`src/cau_pkg.sv`:
```
package cau_pkg;

   localparam int DATA_WIDTH = 16;
   localparam int FRAC_BITS  = 8;
   localparam int CMD_WIDTH  = 3;

   localparam logic [CMD_WIDTH-1:0] CMD_ADD  = 3'd0;
   localparam logic [CMD_WIDTH-1:0] CMD_SUB  = 3'd1;
   localparam logic [CMD_WIDTH-1:0] CMD_MUL  = 3'd2;
   localparam logic [CMD_WIDTH-1:0] CMD_DIV  = 3'd3;
   localparam logic [CMD_WIDTH-1:0] CMD_CONJ = 3'd4;

   typedef struct packed {
      logic valid;
      logic is_div;
      logic dz;
      logic eq;
   } ctrl_type;

endpackage

```
`src/cau_sat.sv`:
```
module cau_sat #(
   parameter int DW = cau_pkg::DATA_WIDTH,
   parameter int F  = cau_pkg::FRAC_BITS
) (
   input  logic                 clock,
   input  logic                 reset,
   input  cau_pkg::ctrl_type    in_ctrl,
   input  logic                 in_neg_re,
   input  logic                 in_neg_im,
   input  logic                 in_ovf_re,
   input  logic                 in_ovf_im,
   input  logic [2*DW+F:0]      in_rem_re,
   input  logic [2*DW+F:0]      in_rem_im,
   input  logic [DW-1:0]        in_q_re,
   input  logic [DW-1:0]        in_q_im,
   output logic                 out_valid,
   output logic signed [DW-1:0] out_res_re,
   output logic signed [DW-1:0] out_res_im,
   output logic                 out_is_equal,
   output logic                 out_div_zero,
   output logic                 out_sat_flag
);

   localparam int MW = 2 * DW + 1;

   function automatic logic [DW:0] clip(input logic neg, input logic ovf,
                                        input logic [MW-1:0] mag);
      logic          n;
      logic          s;
      logic [MW-1:0] lim;
      logic [MW-1:0] m;
      n   = neg && (ovf || (mag != '0));
      lim = n ? (MW'(1) << (DW - 1)) : ((MW'(1) << (DW - 1)) - MW'(1));
      s   = ovf || (mag > lim);
      m   = s ? lim : mag;
      m   = n ? (~m + MW'(1)) : m;
      return {s, m[DW-1:0]};
   endfunction

   logic                 use_q;
   logic [MW-1:0]        mag_re, mag_im;
   logic [DW:0]          clip_re, clip_im;
   logic                 valid_ff, is_equal_ff, div_zero_ff, sat_flag_ff;
   logic signed [DW-1:0] res_re_ff, res_im_ff;

   always_comb begin
      use_q   = in_ctrl.is_div && !in_ctrl.dz;
      mag_re  = use_q ? MW'(in_q_re) : in_rem_re[MW-1:0];
      mag_im  = use_q ? MW'(in_q_im) : in_rem_im[MW-1:0];
      clip_re = clip(in_neg_re, use_q && in_ovf_re, mag_re);
      clip_im = clip(in_neg_im, use_q && in_ovf_im, mag_im);
   end

   always_ff @(posedge clock) begin
      if (reset) begin
         valid_ff    <= 1'b0;
         is_equal_ff <= 1'b0;
         div_zero_ff <= 1'b0;
         sat_flag_ff <= 1'b0;
      end else begin
         valid_ff    <= in_ctrl.valid;
         is_equal_ff <= in_ctrl.valid && in_ctrl.eq;
         div_zero_ff <= in_ctrl.valid && in_ctrl.dz;
         sat_flag_ff <= in_ctrl.valid && (clip_re[DW] || clip_im[DW]);
      end
      res_re_ff <= clip_re[DW-1:0];
      res_im_ff <= clip_im[DW-1:0];
   end

   assign out_valid    = valid_ff;
   assign out_res_re   = res_re_ff;
   assign out_res_im   = res_im_ff;
   assign out_is_equal = is_equal_ff;
   assign out_div_zero = div_zero_ff;
   assign out_sat_flag = sat_flag_ff;

endmodule
```
`config.mk`:
```
export PLATFORM = sky130hd
export DESIGN_NAME = cau_sat
export DESIGN_NICKNAME = d
export VERILOG_FILES = /design/src/cau_pkg.sv /design/src/cau_sat.sv
export SDC_FILE = /design/constraint.sdc
export NUM_CORES = 1
export LEC_CHECK = 0
export BUFFER_PORTS_ARGS = -buffer_cell sky130_fd_sc_hd__buf_2
export CAP_MARGIN = 10
export CORE_ASPECT_RATIO = 0.9
export CORE_UTILIZATION = 44
export CTS_CLUSTER_DIAMETER = 50
export DETAILED_ROUTE_END_ITERATION = 7
export GPL_ROUTABILITY_DRIVEN = 0
export HOLD_SLACK_MARGIN = 0.03
export PLACE_DENSITY_LB_ADDON = 0.3
export SYNTH_ARGS = -nofsm -noshare
export SYNTH_HDL_FRONTEND = slang
export SYNTH_SLANG_ARGS = --single-unit
```
`constraint.sdc`:
```
create_clock -name clock -period 5.63 [get_ports clock]
set_clock_uncertainty 0.15 [all_clocks]
set_input_delay 1.126 -clock clock [delete_from_list [all_inputs] [get_ports clock]]
set_output_delay 1.126 -clock clock [all_outputs]
set_load 0.02 [all_outputs]
```
; Yosys cells after proc, flatten, opt, wreduce, memory -nomap -nowiden
; Cells that the tools add are included.
[op_classes]
muxes = 8
eq_ne = 0
div_mod_pow = 0
n_shift = 0
bitwise_logic = 2
reduce_logical = 16
mul = 0
addsub = 2
n_lt_le_gt_ge = 2
[op_table]
columns = operator, n
row1 = $mux W16, 6
row2 = $gt A33 B16 Y1, 2
row3 = $mux W33, 2
row4 = $reduce_bool A33 Y1, 2
row5 = $add A16 B1 Y16 const B, 2
row6 = $not A16 Y16, 2
row7 = $logic_and A1 B1 Y1, 8
row8 = $logic_or A1 B1 Y1, 5
row9 = $logic_not A1 Y1, 1
[totals]
elab_cells = 36
inputBits = 124
output_inout_bits = 36
n_memories = 0
ff_bits = 36
ram_bits = 0
latch_bits = 0
romBits = 0

; Logic depth before layout (Yosys ltp)
; Gate-level depths: netlist of the first run.
[depth]
depth_word = 13
mapped_depth = 23
mapped_depth_nobuf = 18

; Worst setup path before layout of the first run
; Ideal clock, no wire load.
[synth_timing]
path_type = input-to-reg
start = input in_ctrl[1] in the netlist's numbering
end = register res_im_ff[8] (netlist: out_res_im[8])
path_buffers = 4
required_ns = 5.401
stages = 20
path_slack_ns = 0.062
arrival_ns = 5.338
setup_time_ns = 0.079
path_cell_list = nand2b_1 > buf_6 > mux2i_1 > nor2_1 > a41oi_2 > clkbuf_1 > ha_1 > a211oi_1 > nor2_1 > a2111oi_0 > nor3_2 > nor2_1 > buf_2 > a21o_1 > ha_1 > clkbuf_1 > nand2_1 > o211ai_1 > o21ai_0 > a22oi_1
[synth_between]
elab_chain_cells = 13
word_cells_on_any_way = 14
classes_between = 1 x add/sub / 1 x order compare / 4 x mux / 1 x bitwise / 7 x reduce/logical
[synth_lines]
columns = item, line
row1 = start: declaration, cau_sat.sv:7  ; input cau_pkg::ctrl_type in_ctrl,
row2 = $logic_not A1 Y1 (*), cau_sat.sv:47  ; use_q = in_ctrl.is_div && !in_ctrl.dz;
row3 = $logic_and A1 B1 Y1 (*), cau_sat.sv:47
row4 = $mux W33, cau_sat.sv:49  ; mag_im = use_q ? MW'(in_q_im) : in_rem_im[MW-1:0];
row5 = $reduce_bool A33 Y1, cau_sat.sv:32  ; n = neg && (ovf || (mag != '0));
row6 = $logic_or A1 B1 Y1, cau_sat.sv:32
row7 = $logic_and A1 B1 Y1, cau_sat.sv:32
row8 = $mux W16, cau_sat.sv:33  ; lim = n ? (MW'(1) << (DW - 1)) : ((MW'(1) << (DW - 1)) - MW'(1));
row9 = $gt A33 B16 Y1, cau_sat.sv:34  ; s = ovf || (mag > lim);
row10 = $logic_or A1 B1 Y1, cau_sat.sv:34
row11 = $mux W16, cau_sat.sv:35  ; m = s ? lim : mag;
row12 = $not A16 Y16, cau_sat.sv:36  ; m = n ? (~m + MW'(1)) : m;
row13 = $add A16 B1 Y16, cau_sat.sv:36
row14 = $mux W16 (*), cau_sat.sv:36
row15 = named net clip_im[8], cau_sat.sv:42  ; logic [DW:0] clip_re, clip_im;
row16 = end signal: assignment, cau_sat.sv:67  ; res_im_ff <= clip_im[DW-1:0];
row17 = end: declaration, cau_sat.sv:44  ; logic signed [DW-1:0] res_re_ff, res_im_ff;
; Mark *: on every way through the listed nets, which the timed path passes. The rest lies on a longest branch.
; A chain may end at the register's enable or synchronous reset.

; Worst setup path in the final report of the first run
; Same ends and word-level chain as after synthesis.

==> results of run 1 <==
## how the worst max path moves through the flow
stage	end	slack, ns
after floorplan	out_res_im[8]	0.06
after global placement	out_res_re[8]	-0.01
after detailed placement	out_res_im[10]	-0.12
after CTS	out_res_im[10]	0.17
after global routing	out_res_im[8]	-0.05
final	out_res_im[8]	0.18
## state kept, by name (all words and copies together) (netlist names)
signal	flops
out_res_im	16
out_res_re	16
out_div_zero	1
out_is_equal	1
out_sat_flag	1
out_valid	1
## layout make-up
class / instances / area (µm²)
clock inverters: 2 / 35.0
fillers: 776 / 3330
clock buffers: 6 / 72.6
well taps: 99 / 124
flip-flops and latches: 36 / 721
inverters: 28 / 106
multi-input cells: 380 / 2680
repair buffers: 176 / 967
## placed cells by master, fill, tap and decap left out, types with 4 or more instances in the layout
cell,netlist,layout
sky130_fd_sc_hd__ha_1,34,34
sky130_fd_sc_hd__nand2_1,59,59
sky130_fd_sc_hd__a31oi_1,11,11
sky130_fd_sc_hd__nand4_1,6,6
sky130_fd_sc_hd__nor2_1,40,40
sky130_fd_sc_hd__nand3_1,7,7
sky130_fd_sc_hd__clkbuf_8,0,5
sky130_fd_sc_hd__dfxtp_1,36,36
sky130_fd_sc_hd__a21o_1,11,11
sky130_fd_sc_hd__buf_2,3,143
sky130_fd_sc_hd__nor2b_1,5,5
sky130_fd_sc_hd__a21oi_1,26,26
sky130_fd_sc_hd__a221o_1,5,5
sky130_fd_sc_hd__buf_4,4,32
sky130_fd_sc_hd__nor3_1,11,11
sky130_fd_sc_hd__and4_1,7,7
sky130_fd_sc_hd__and3_1,4,4
sky130_fd_sc_hd__o21ai_1,5,5
sky130_fd_sc_hd__nor4_1,10,10
sky130_fd_sc_hd__or3_1,15,15
sky130_fd_sc_hd__o21ai_0,21,21
sky130_fd_sc_hd__mux2i_2,3,4
sky130_fd_sc_hd__inv_1,27,27
sky130_fd_sc_hd__a32oi_1,7,7
sky130_fd_sc_hd__mux2i_1,32,31
## where the power goes
group / internal [mW] / switching [mW]
Combinational: 0.139 / 0.195
Sequential: 0.275 / 0.00435
Clock: 0.132 / 0.0978
## through the flow
step | instances | hold slack, ns | util | setup TNS, ns
6_report | 727 | 0.889 | 0.585 | 0
5_1_grt | 727 | 0.896 | 0.585 | -0.118
4_1_cts | 727 | 0.881 | 0.584 | 0
3_5_place_dp | 719 | 1.18 | 0.570 | -0.776
3_3_place_gp | 719 | 1.17 | 0.570 | -0.0115
2_1_floorplan | 463 | 1.07 | - | 0
## timing repair
| action | 4_1_cts | 5_1_grt |
|---|---|---|
| setup endpoints to repair | 0 | 6 |
| hold buffers | 0 | 0 |
| endpoints found under the hold margin | 0 | 0 |
| resized for setup | 0 | 4 |
## kinds of logic after synthesis
| group | after synthesis |
|---|---|
| simple gates | 182 |
| compound gates | 126 |
| buf+inv | 47 |
| mux | 37 |
| flops | 36 |
| fa+ha+maj | 34 |
| xor+xnor | 1 |
## critical path, cell delays in order
cell,delay (ns)
sky130_fd_sc_hd__buf_2,0.12
sky130_fd_sc_hd__nand2b_4,0.22
sky130_fd_sc_hd__buf_6,0.24
sky130_fd_sc_hd__mux2i_2,0.31
sky130_fd_sc_hd__inv_1,0.11
sky130_fd_sc_hd__nor2_1,0.18
sky130_fd_sc_hd__a41oi_2,0.15
sky130_fd_sc_hd__buf_4,0.21
sky130_fd_sc_hd__ha_1,0.30
sky130_fd_sc_hd__a211oi_1,0.26
sky130_fd_sc_hd__nor2_1,0.10
sky130_fd_sc_hd__a2111oi_1,0.48
sky130_fd_sc_hd__buf_4,0.20
sky130_fd_sc_hd__nor3_2,0.06
sky130_fd_sc_hd__nor2_1,0.22
sky130_fd_sc_hd__a21o_1,0.17
sky130_fd_sc_hd__ha_1,0.30
sky130_fd_sc_hd__buf_4,0.20
sky130_fd_sc_hd__nand2_1,0.06
sky130_fd_sc_hd__o211ai_1,0.14
sky130_fd_sc_hd__o21ai_0,0.13
sky130_fd_sc_hd__a22oi_1,0.22
## layer usage
metal / vias up / wire, µm / track usage
met4: 0 / 53 / 0.0551
met1: 1893 / 5220 / 0.370
met3: 8 / 1170 / 0.0455
li1: 2056 / - / -
met2: 257 / 5180 / 0.433
met5: - / 0 / 0
==> flow_summary.json, run 1 <==
{
  "count_of_yosys_warnings_during_synthesis": 0,
  "dominant_combinational_cell_family_by_area_after_synthesis": "simple AND/OR/NAND/NOR gates",
  "ctsHtreeMaxLevel": 2,
  "initial_core_util": 0.452,
  "ys_top_cells_by_count": "59 x sky130_fd_sc_hd__nand2_1, 40 x sky130_fd_sc_hd__nor2_1, 36 x sky130_fd_sc_hd__dfxtp_1, 34 x sky130_fd_sc_hd__ha_1, 32 x sky130_fd_sc_hd__mux2i_1",
  "critPathKind": "in -> reg",
  "drt_first_iter_violations": 403,
  "port_buffers": 143,
  "area_growth_syn_to_layout_pct": 29.4,
  "power.leakage_nw": 2.43,
  "final-max-slew-violation-count": 0,
  "drt-wirelength-per-cell_um": 16.0,
  "synth-xor-area-share": 0.00241,
  "hold_depth": 2,
  "syn-num-nets": 621,
  "cts_setup_buffers": 0,
  "min_delay_worst_endpoint": "out_valid",
  "die_area_um2": 8620,
  "ys_async_sr_fraction": 0,
  "yosys_most_used_dff": "sky130_fd_sc_hd__dfxtp_1",
  "critical_path_arrival_ns": 5.50,
  "cp-startpoint": "in_ctrl[1]",
  "per_cell_via_count_in_the_routed_design": 5.80,
  "number_of_global_route_vias_before_repair": 3859,
  "worstPathMaxFanout": 17,
  "max_clock_freq_mhz": 183,
  "power.total_mw": 0.844,
  "maximum_number_of_pins_on_one_net_before_global_route_repair": 29,
  "clock_sinks": 36,
  "final_period_minus_worst_setup_slack_ns": 5.45,
  "critical_path.startpoint_type": "input port",
  "synth-seq-cells": 36,
  "placed_instance_area_um2": 4580,
  "aggregate_routed_wire_length_mm": 11.6,
  "most_common_cell_in_the_synthesized_netlist": "sky130_fd_sc_hd__nand2_1",
  "synth-adder-area-share": 0.117,
  "synth.area.mux_share": 0.110,
  "max-cap-violations": 0,
  "syn_area_per_cell_um2": 7.84,
  "final_min_period_over_clock_period": 0.969,
  "nets": 785,
  "synthesis.instances": 463,
  "die_height_um": 88.2,
  "clock_slew_at_the_register_clock_pins_of_the_worst_setup_and_hold_paths_ns": 0.07,
  "placeableCoreArea_um2": 8030,
  "pwrdens_nw_per_um2": 179,
  "area_fraction_in_compound_gates_after_synthesis": 0.251,
  "synthTopCellsByArea": "sky130_fd_sc_hd__dfxtp_1 20%, sky130_fd_sc_hd__ha_1 12%, sky130_fd_sc_hd__mux2i_1 8.8%",
  "drc_violation_count_after_routing": 22,
  "cts_inserted_buffers": 5,
  "fp-row-count": 31,
  "place_ws_ns": -0.118,
  "count_of_final_hold_check_violations": 0,
  "distinct_cell_type_count_after_synthesis": 66,
  "num_io_pins": 160,
  "gr-total-overflow": 0,
  "synthDominantAreaCellType": "sky130_fd_sc_hd__dfxtp_1",
  "irDropWorstVdd_uv": 124,
  "die_w_um": 97.8,
  "track_usage": 0.266,
  "route.vias.total": 4214,
  "setup-violations-final": 0,
  "ant_nets": 0,
  "synth-simple-area-share": 0.253,
  "detailed_place_hpwl_mm": 9.52,
  "postLayoutSetupSlackWorst_ns": 0.177,
  "antenna_violations_before_repair": 0,
  "count_of_inserted_antenna_diode_cells": 0,
  "violated_checks": "design-rule violations",
  "synth_area_um2": 3630,
  "status": "finished, violations left",
  "slew-limit-headroom": 0.501,
  "finalInstanceArea_um2": 4700,
  "final_layout_size_suffix_gt1_frac": 0.326,
  "worst_pin_slew_ns": 0.728,
  "synth_edf_count": 0,
  "synth_top_cell_area_share": 0.198,
  "grt_pass1_wl_mm": 18.3,
  "hold_start": "reset",
  "worst-endpoint-required_ns": 5.68,
  "critical_path.endpoint_type": "flop",
  "clockBufferDepth": 2,
  "root_buffer": "sky130_fd_sc_hd__clkbuf_8",
  "tritoncts": "yes",
  "synth.yosys.seq_area_share": 0.198,
  "drt_pass1_iterations": 8,
  "worst_hold_path_type": "in -> reg"
}
(Power assumes the default switching activity.)
==> run 2, diff against run 1 <==
CORE_ASPECT_RATIO = 0.6   (was 0.9)
==> run 2 against run 1 <==
Effect of this change: the flow now finishes without violations; worst setup slack gained 0.047 ns; power grew 13%; global-route usage grew 3.4 points; critical path type unchanged; sequential power is essentially flat; via count grew 3.4%; worst hold slack is essentially flat; highest routed layer unchanged; critical path depth shrank 1; combinational power grew 4%; routed wire length grew 10%; utilization grew 2.1 points; maximum frequency grew 0.88%.
==> flow_summary.json, run 2 (synthesis gave the netlist of run 1 again) <==
{
  "status": "complete, no violations",
  "grt_setup_unrepaired": "false",
  "max_clock_freq_mhz": 185,
  "detailed_place_hpwl_mm": 10.4,
  "final_period_minus_worst_setup_slack_ns": 5.41,
  "die_area_um2": 8630,
  "root_buffer": "sky130_fd_sc_hd__clkbuf_16",
  "utilization": 0.607,
  "most_common_cell_after_layout_fill_and_taps_aside": "sky130_fd_sc_hd__buf_2",
  "port_buffers": 143,
  "critical_path.cell_chain": "buf_2, nand2b_4, buf_4, mux2i_4, inv_1, a2111o_1, o31a_4, buf_6, ha_1, and4_1, nor2b_1, o31ai_1, a21oi_1, a311oi_4, buf_4, a21o_1, ha_1, buf_4, a31oi_1, mux2i_1, a32oi_1",
  "critPathKind": "in -> reg",
  "n_fill_cell": 726,
  "finalInstanceArea_um2": 4820,
  "die_w_um": 119,
  "number_of_global_route_vias_before_repair": 3990,
  "cts_inserted_buffers": 5,
  "most_frequent_cell_on_the_critical_path": "sky130_fd_sc_hd__buf_4",
  "clockBufferDepth": 2,
  "min_delay_worst_endpoint": "out_valid",
  "tritoncts": "yes",
  "power.leakage_nw": 2.49,
  "crit_path_max_incr_delay_ns": 0.36,
  "seqCellArea_um2": 721,
  "critical_path_arrival_ns": 5.42,
  "final_cell_mix": "143 x sky130_fd_sc_hd__buf_2, 59 x sky130_fd_sc_hd__nand2_1, 40 x sky130_fd_sc_hd__nor2_1",
  "max-cap-violations": 0,
  "gr-total-overflow": 0,
  "final_min_period_over_clock_period": 0.960,
  "worst-endpoint-required_ns": 5.64,
  "placeableCoreArea_um2": 7950,
  "irDropWorstVdd_uv": 104,
  "power.total_mw": 0.951,
  "worst_hold_path_type": "in -> reg",
  "count_of_inserted_antenna_diode_cells": 0,
  "per_cell_via_count_in_the_routed_design": 5.86,
  "route.vias.total": 4356,
  "area_growth_syn_to_layout_pct": 32.7,
  "nets": 792,
  "ctsHtreeMaxLevel": 2,
  "finalHoldWorstSlack_ns": 0.888,
  "critical_path.endpoint_type": "flop",
  "critical_path.startpoint_type": "input port",
  "placed_instance_area_um2": 4640,
  "grt_pass1_wl_mm": 20.1,
  "track_usage": 0.299,
  "worst_pin_slew_ns": 0.692,
  "hold_start": "reset",
  "pwrdens_nw_per_um2": 197,
  "drt-wirelength-per-cell_um": 17.2,
  "cts.hold.buffers_added": 0,
  "worstPathMaxFanout": 23,
  "hold_depth": 2,
  "final_layout_size_suffix_gt1_frac": 0.334,
  "initial_core_util": 0.457,
  "drt_pass1_iterations": 5,
  "maximum_number_of_pins_on_one_net_before_global_route_repair": 24,
  "clock_sinks": 36,
  "drc_violation_count_after_routing": 0,
  "fp-row-count": 25,
  "timing.critical_path.slowest_stage_cell": "sky130_fd_sc_hd__a311oi_4",
  "drt_first_iter_violations": 460,
  "num_io_pins": 160,
  "ant_nets": 0,
  "count_of_final_hold_check_violations": 0,
  "multi_input_comb_area_um2": 2670,
  "clock_slew_at_the_register_clock_pins_of_the_worst_setup_and_hold_paths_ns": 0.07,
  "antenna_violations_before_repair": 0,
  "final-max-slew-violation-count": 0,
  "die_height_um": 72.4,
  "setup-violations-final": 0,
  "slew-limit-headroom": 0.525,
  "aggregate_routed_wire_length_mm": 12.8
}
## run 2: how the worst max path moves through the flow
stage,to,depth (start not counted),from,slack (ns)
global route,out_res_im[10],20,in_ctrl[1],0.004
finish,out_res_re[14],21,in_ctrl[1],0.22
floorplan,out_res_im[8],20,in_ctrl[1],0.06
CTS,out_res_re[12],19,in_ctrl[1],0.12
global placement,out_res_re[12],19,in_ctrl[1],-0.01
detailed placement,out_res_re[12],19,in_ctrl[1],-0.16
## run 2: area by class of cell
class                           count  share of cell area
Tap cell                          108              0.0280
Timing Repair Buffer              183               0.212
Sequential cell                    36               0.150
Multi-Input combinational cell    380               0.555
Clock inverter                      2             0.00727
Inverter                           28              0.0221
Clock buffer                        6              0.0267
## run 2: per-layer routing
metal  routed length (µm)  global-route usage
met2                 5060               0.422
met5                    0                   0
met4                  229              0.0847
met3                 1410              0.0818
met1                 6100               0.439
## run 2: power by group
part | switching, mW | total, mW | leakage, nW | internal [mW]
registers | 0.00418 | 0.280 | 0.301 | 0.276
logic | 0.203 | 0.347 | 2.11 | 0.144
clock network | 0.115 | 0.324 | 0.0808 | 0.209
total | 0.323 | 0.951 | 2.49 | 0.628
## run 2: metrics by stage
step / std cells / setup WS, ns / setup TNS [ns]
global placement: 735 / -0.0139 / -0.0139
detailed placement: 735 / -0.165 / -0.883
global route: 743 / 0.00420 / 0
floorplan: 463 / 0.0621 / 0
CTS: 743 / 0.120 / 0
finish: 743 / 0.225 / 0
## run 2: worst max-delay path, delay by kind of cell
| kind | cells | cell delay [ns] |
|---|---|---|
| mux | 2 | 0.40 |
| simple gates | 3 | 0.55 |
| compound gates | 8 | 1.69 |
| fa+ha+maj | 2 | 0.59 |
| buf+inv | 6 | 1.05 |
## run 2: timing repair
action                                  in CTS  in global routing
endpoints found under the setup margin       0                 12
buffers inserted                             0                  0
resized for setup                            0                  4
